--- src/stla_pkg.sv ---
`timescale 1ns / 1ps

package stla_pkg;

	// field widths
	localparam int WORD_W   = 31;
	localparam int FREQ_W   = 31;
	localparam int SC_W     = 7;
	localparam int LF_W     = 8;
	localparam int TOPIC_W  = 31;
	localparam int HOT_W    = 31;
	localparam int SHARD_W  = 6;
	localparam int SLOT_W   = 20;
	localparam int CAP_W    = 31;
	localparam int OFS_W    = 48;
	localparam int FSUM_W   = 48;

	// sparse bound = capacity multiplier * term_freq, power-of-two capacity up to 2^39
	localparam int BOUND_W  = LF_W + FREQ_W;
	localparam int POW_W    = BOUND_W + 1;

	// restoring modulo, one id bit per step
	localparam int DIV_STEPS = WORD_W;
	localparam int STEP_W    = $clog2(DIV_STEPS);

	// configuration port
	localparam int CFG_IDX_W  = 4;
	localparam int CFG_DATA_W = 31;

	localparam logic [CFG_IDX_W-1:0] CFG_SHARD_COUNT   = 4'd0;
	localparam logic [CFG_IDX_W-1:0] CFG_CAP_MULT      = 4'd1;
	localparam logic [CFG_IDX_W-1:0] CFG_TOPIC_COUNT   = 4'd2;
	localparam logic [CFG_IDX_W-1:0] CFG_HOT_THRESHOLD = 4'd3;

	localparam logic [SC_W-1:0]    RST_SHARD_COUNT   = 7'd8;
	localparam logic [LF_W-1:0]    RST_CAP_MULT      = 8'd2;
	localparam logic [TOPIC_W-1:0] RST_TOPIC_COUNT   = 31'd1000000;
	localparam logic [HOT_W-1:0]   RST_HOT_THRESHOLD = 31'd250000;

	typedef enum logic [2:0] {
		ST_IDLE,
		ST_MUL,
		ST_ITER,
		ST_READ,
		ST_OFS,
		ST_SUM,
		ST_DONE
	} state_t;

	typedef struct packed {
		logic mod_busy;
		logic pow_done;
	} iter_status_t;

endpackage

--- src/stla_iter.sv ---
`timescale 1ns / 1ps

// Shared step unit: one restoring-modulo bit and one power-of-two step per cycle.
module stla_iter (
	input  logic                              clk,
	input  logic                              arst_n,
	input  logic                              start,
	input  logic [stla_pkg::WORD_W-1:0]       word,
	input  logic [stla_pkg::SC_W-1:0]         divisor,
	input  logic [stla_pkg::BOUND_W-1:0]      bound,
	output stla_pkg::iter_status_t            status,
	output logic [stla_pkg::SC_W-1:0]         rem,
	output logic [stla_pkg::POW_W-1:0]        cap
);

	localparam int WW = stla_pkg::WORD_W;
	localparam int NW = stla_pkg::SC_W;
	localparam int PW = stla_pkg::POW_W;
	localparam int XW = PW + 2;

	logic [WW-1:0]                 word_sh_q;
	logic [NW-1:0]                 rem_q;
	logic [stla_pkg::STEP_W-1:0]   cnt_q;
	logic                          mod_busy_q;
	logic [PW-1:0]                 cap_q;
	logic                          pow_done_q;

	logic [NW:0]   trial;
	logic [NW:0]   diff;
	logic [NW-1:0] rem_step;
	logic [XW-1:0] c0, c1, c2, bnd;

	always_comb begin
		trial    = {rem_q, word_sh_q[WW-1]};
		diff     = trial - {1'b0, divisor};
		rem_step = (trial >= {1'b0, divisor}) ? diff[NW-1:0] : trial[NW-1:0];
		c0       = {2'b00, cap_q};
		c1       = {1'b0, cap_q, 1'b0};
		c2       = {cap_q, 2'b00};
		bnd      = {{(XW-stla_pkg::BOUND_W){1'b0}}, bound};
	end

	always_ff @(posedge clk or negedge arst_n) begin
		if (!arst_n) begin
			mod_busy_q <= 1'b0;
			cnt_q      <= '0;
			pow_done_q <= 1'b1;
		end else if (start) begin
			mod_busy_q <= 1'b1;
			cnt_q      <= stla_pkg::STEP_W'(stla_pkg::DIV_STEPS - 1);
			pow_done_q <= 1'b0;
		end else begin
			if (mod_busy_q) begin
				if (cnt_q == '0) begin
					mod_busy_q <= 1'b0;
				end else begin
					cnt_q <= cnt_q - 1'b1;
				end
			end
			if (!pow_done_q && (c0 >= bnd)) begin
				pow_done_q <= 1'b1;
			end
		end
	end

	// doubles or quadruples; at most 20 steps, well inside the modulo pass
	always_ff @(posedge clk) begin
		if (start) begin
			word_sh_q <= word;
			rem_q     <= '0;
			cap_q     <= PW'(1);
		end else begin
			if (mod_busy_q) begin
				rem_q     <= rem_step;
				word_sh_q <= {word_sh_q[WW-2:0], 1'b0};
			end
			if (!pow_done_q && (c0 < bnd)) begin
				if (c1 >= bnd) begin
					cap_q <= c1[PW-1:0];
				end else begin
					cap_q <= c2[PW-1:0];
				end
			end
		end
	end

	assign status.mod_busy = mod_busy_q;
	assign status.pow_done = pow_done_q;
	assign rem             = rem_q;
	assign cap             = cap_q;

endmodule

--- config.mk ---
export PLATFORM = sky130hd
export DESIGN_NAME = stla_iter
export DESIGN_NICKNAME = d
export VERILOG_FILES = /design/src/stla_pkg.sv /design/src/stla_iter.sv
export SDC_FILE = /design/constraint.sdc
export NUM_CORES = 1
export LEC_CHECK = 0
export ABC_AREA = 1
export BUFFER_PORTS_ARGS = -buffer_cell sky130_fd_sc_hd__buf_2
export CAP_MARGIN = 15
export CORE_UTILIZATION = 51
export CTS_BUF_LIST = sky130_fd_sc_hd__clkbuf_8 sky130_fd_sc_hd__clkbuf_16
export DETAILED_ROUTE_END_ITERATION = 16
export MAX_ROUTING_LAYER = met4
export PLACE_DENSITY = 0.78
export SETUP_SLACK_MARGIN = 0.3
export SLEW_MARGIN = 15
export SYNTH_ARGS = -nofsm -noshare
export SYNTH_HDL_FRONTEND = slang
export SYNTH_SLANG_ARGS = --single-unit
--- constraint.sdc ---
create_clock -name clk -period 2.1 [get_ports clk]
set_clock_uncertainty 0.15 [all_clocks]
set_input_delay 0.42 -clock clk [delete_from_list [all_inputs] [get_ports clk]]
set_output_delay 0.42 -clock clk [all_outputs]
set_load 0.01 [all_outputs]
## Yosys cells after proc, flatten, opt, wreduce, memory -nomap -nowiden

Cells that the tools add are included.

| operators by class | value |
|---|---|
| add/sub/neg operators | 2 |
| $lt $le $gt $ge | 4 |
| eq/ne operators | 1 |
| mux-type cells | 12 |
| reductions and logical operators | 7 |

Operator list:

| kind | number |
|---|---|
| $mux W31 | 2 |
| $ge A41 B39 Y1 | 1 |
| $ge A40 B39 Y1 | 1 |
| $lt A40 B39 Y1 | 1 |
| $mux W40 | 1 |
| $mux W5 | 3 |
| $ge A8 B7 Y1 | 1 |
| $mux W7 | 1 |
| $sub A7 B7 Y7 | 1 |
| $logic_not A5 Y1 | 1 |
| $mux W1 | 5 |
| $sub A5 B1 Y5 const B | 1 |
| $reduce_bool A2 Y1 | 2 |
| $logic_and A1 B1 Y1 | 2 |
| $ne A2 B2 Y1 const B | 1 |
| $reduce_and A2 Y1 | 1 |
| $logic_not A1 Y1 | 1 |

| storage, ports and cells | value |
|---|---|
| register bits | 85 |
| logic and storage cells | 32 |

## Logic depth before layout (Yosys ltp)

| depth | value |
|---|---|
| depth in word-level cells | 4 |
| mapped depth | 18 |

## Least setup slack after synthesis

No wires, ideal clock.

| timing path | value |
|---|---|
| kind | input -> register |
| from | input bound[32] (netlist name) |
| to | register cap_q[19], in the netlist cap[19] |
| data arrival time | 1.811 ns |
| data required time | 1.841 ns |
| setup slack | 0.030 ns |
| cell stages on the path | 13 |
| cells stage by stage | inv_1 -> ha_1 -> a21o_1 -> nor2_1 -> nand2_1 -> a21oi_2 -> nand3_1 -> buf_4 -> buf_4 -> nand2_1 -> nand3_1 -> nand2_1 -> inv_1 |

| between the ends | value |
|---|---|
| word-level cells in the longest chain between the ends | 2 |
| elaborated cells between the ends (all ways) | 4 |
| classes of those cells | order compare: 2; mux: 1; reduce/logical: 1 |

RTL lines:

| element | RTL line | text |
|---|---|---|
| from (decl) | stla_iter.sv:10 | `input logic [stla_pkg::BOUND_W-1:0] bound,` |
| $ge A41 B39 Y1 or $lt A40 B39 Y1 (tied branches) | stla_iter.sv:78, stla_iter.sv:77 |  |
| $mux W40 or $logic_and A1 B1 Y1 (tied branches) | stla_iter.sv:78, stla_iter.sv:77 |  |
| to (signal assigned) | stla_iter.sv:79 | `cap_q <= c1[PW-1:0];` |
| to (signal assigned) | stla_iter.sv:81 | `cap_q <= c2[PW-1:0];` |
| to (decl) | stla_iter.sv:25 | `logic [PW-1:0] cap_q;` |

Parallel ways exist; a longest one is shown, timed or not.
A chain may end at the register's enable or synchronous reset.

## Worst setup path in the final report

| timing path | value |
|---|---|
| from | register cap_q[35], in the netlist cap[35] |
| to | register cap_q[29], in the netlist cap[29] |

| between the ends | value |
|---|---|
| word-level cells in the longest chain between the ends | 2 |
| elaborated cells between the ends (all ways) | 4 |
| classes of those cells | order compare: 2; mux: 1; reduce/logical: 1 |

RTL lines:

| element | RTL line |
|---|---|
| $ge A41 B39 Y1 or $lt A40 B39 Y1 (tied branches) | stla_iter.sv:78, stla_iter.sv:77 |
| $mux W40 or $logic_and A1 B1 Y1 (tied branches) | stla_iter.sv:78, stla_iter.sv:77 |

Parallel ways exist; a longest one is shown, timed or not.

==> metrics.md <==
| Metric | Value |
|---|---|
| Status | finished with violations |
| Violated checks | setup timing |
| Crit path capture type | flop |
| P_leak | 5.19 nW |
| Max-cap violation count | 0 |
| Post-layout util | 80.4% |
| Initial core utilization | 53.0% |
| DP HPWL | 12000 um |
| Met1 Use GR | 35.6% |
| Fin area | 0.00978 mm^2 |
| Critical-path maximum fanout | 5 |
| Final hold slack | 0.192 ns |
| CTS HTree Levels | 3 |
| DIE WIDTH | 114 um |
| Vias in the first global route | 5986 |
| Avg Inst Size Synth | 6.88 um^2 |
| Core area | 0.0122 mm^2 |
| Synthesized instance count | 937 |
| Fill cell count | 838 |
| Register area share after synthesis | 31.8% |
| Largest net degree at the start of global routing | 47 |
| Final hold vios | 0 |
| Multi-input logic area | 0.00461 mm^2 |
| Die height | 114 um |
| PwrDens | 1490 mW/mm^2 |
| WL/cell | 14.2 um |
| CP Launch Type | flop |
| Routability Congestion | 0.830 |
| Clk sink count | 85 |
| Worst Tran Pin Value | 0.514 ns |
| Post-synth EDFFs | 31 |
| Asr flop ratio synth | 8.24% |
| Number of DRC markers in iteration 0 | 443 |
| Final ANT Viol Nets | 0 |
| Crit path arrival time | 2.39 ns |
| Total gr overflow | 0 |
| Clk root buf | clkbuf_16 |
| Met2 Use GR | 43.4% |
| CP required | 2.18 ns |
| First-pass GRT wire length | 27300 um |
| Antenna violations before repair | 0 |
| Gr usage total | 26.6% |
| # diodes | 0 |
| Final period util | 110% |
| CTS tree | yes |
| #FFs+latches synth | 85 |
| Final setup fails | 40 |
| Met3 Resource Use GR | 2.75% |
| Die area | 0.0131 mm^2 |
| Pre-CTS worst setup slack | -0.329 ns |
| Netlist Area Pre-Place | 0.00645 mm^2 |
| Critical Setup Path Class | flop to flop |
| Setup_tns | -2.99 ns |
| Vias | 6822 |
| Ratio of cells with drive above 1 in the final layout | 42.9% |
| Layout net count | 1317 |
| Area growth from synthesis to layout | 51.6% |
| Synth warn | 0 |
| CTS Buffer Depth | 2 |
| DR vias/cell | 5.16 |
| Final wirelength | 18800 um |
| Pins over their slew limit | 0 |
| Fmax | 434 MHz |
| # DRC | 0 |
| Ys flop type | dfxtp_1 |
| Setup repair after global routing missed its margin | yes |
| First-pass DRT Iterations | 5 |
| Setup ws final | -0.202 ns |
| Reg clk slew, reported paths | 0.08 ns |
| # port buffers | 128 |
| Normalized max-slew margin | 65.7% |
| CTS buffer count | 9 |
| Hold Crit Class | input pin to flop |
| Register Area | 0.00212 mm^2 |
| Worst VDD drop | 1.05 mV |
| Syn nets | 1104 |
| Std-Cell Rows | 40 |
| Netlist cell types | 36 |
| Clock Latency Late Sink | 0.34 ns |
| Area after DPL | 0.00846 mm^2 |
| Grt peak-use layer | met2 |
| Ports | 129 |
| Final min period | 2.30 ns |
logic make-up (layout without fill, tap and decap cells):
| group | after synthesis | in the layout | synth area share, % |
|---|---|---|---|
| simple gates | 449 | 449 | 29.3 |
| buf+inv | 219 | 437 | 13.7 |
| compound gates | 94 | 94 | 7.84 |
| fa+ha+maj | 87 | 87 | 17.0 |
| flops | 85 | 85 | 31.8 |
| xor+xnor | 3 | 3 | 0.408 |
placed cells by master (no fill, tap or decap), types with 3 or more instances in the layout:
master and n:
dfrtp_1 6, clkinv_8 3, nand2_1 260, nand2_2 40
nor2_4 3, a21o_1 4, clkbuf_16 16, buf_6 21
ha_1 40, o211ai_1 3, buf_2 128, dfxtp_1 18
inv_8 3, buf_4 75, o21ai_2 5, o21ai_1 6
inv_2 35, inv_1 136, edfxtp_1 31, buf_12 8
a21oi_2 16, a21oi_1 47, dfxtp_2 14, nand3_4 4
nand3_1 28, nor2_1 19, nand2_4 10, dfxtp_4 15
nor3_2 3, nand4_1 44, nand3_2 19, ha_4 46
inv_4 6, nor2_2 12, o21ai_0 5
synthesized netlist by cell type, types with 2 or more instances:
cell type | instances | share of area, %
nand2_1 | 310 | 18
inv_1 | 176 | 10
ha_1 | 86 | 17
a21oi_1 | 64 | 5.0
nand3_1 | 50 | 3.9
dfxtp_1 | 47 | 15
nand4_1 | 44 | 4.3
nor2_1 | 32 | 1.9
edfxtp_1 | 31 | 14
buf_2 | 17 | 1.3
o21ai_0 | 15 | 1.2
clkbuf_1 | 14 | 0.81
buf_4 | 6 | 0.70
dfrtp_1 | 6 | 2.3
nor3_1 | 5 | 0.39
a21o_1 | 4 | 0.47
inv_2 | 4 | 0.23
o211ai_1 | 3 | 0.35
and2_1 | 2 | 0.19
buf_6 | 2 | 0.35
nand3b_1 | 2 | 0.23
nor2_2 | 2 | 0.19
xor2_1 | 2 | 0.27
critical path: stages (launching register included):
cell	delay [ns]
dfxtp_4	0.38
ha_4	0.29
nand2_4	0.05
nor2_4	0.11
nand4_1	0.21
nor2_1	0.20
nand2_2	0.12
buf_6	0.17
clkbuf_16	0.15
nand4_1	0.09
nand3_1	0.13
nand2_1	0.10
inv_1	0.05
cell type report:
| type | instances | share of cell area [%] |
|---|---|---|
| multi-input cells | 633 | 47.1 |
| well taps | 168 | 2.15 |
| inverters | 180 | 7.31 |
| flip-flops and latches | 85 | 21.7 |
| clock buffers | 9 | 2.30 |
| repair buffers | 241 | 18.5 |
| clock inverters | 7 | 0.908 |
final timing paths:
check                         startpoint            end  slack [ns]  cells after the start
max reg2reg                      cap[35]        cap[29]       -0.20                     12
min reg2reg                word_sh_q[14]  word_sh_q[15]        0.36                      2
min                             word[15]  word_sh_q[15]        0.19                      3
max                              cap[35]        cap[29]       -0.20                     12
min in group asynchronous         arst_n       cnt_q[0]        0.29                      2
max in group asynchronous         arst_n     pow_done_q        1.28                      2
through the flow:
stage / total power, mW / cells
after floorplan: 7.83 / 937
after CTS: 12.9 / 1303
after global placement: 10.2 / 1276
after global routing: 15.7 / 1323
after detailed placement: 10.5 / 1276
final: 14.6 / 1323
routing by layer:
layer	share of wire (%)	wire length, um
met4	2.6	490
met1	42	7970
met2	50	9340
met3	5.5	1040
met5	0	0
sequential cells by signal, summed over array words and instances, names as in the netlist:
register,cells
cap,40
word_sh_q,31
rem,7
cnt_q,5
mod_busy_q,1
pow_done_q,1
timing repair:
item / 4_1_cts / 5_1_grt
endpoints found under the hold margin: 7 / 0
setup endpoints to repair: 48 / 49
buffers inserted: 7 / 11
pin swaps: 37 / 51
hold buffers: 1 / 0
gates resized for setup: 73 / 93
gates cloned: 3 / 9
where the power goes:
part	switching [mW]	internal (mW)	total [mW]
clock	0.779	0.856	1.64
combinational	5.09	4.75	9.83
sequential	0.771	2.36	3.13
No activity file was read; power rests on OpenSTA's default activity.
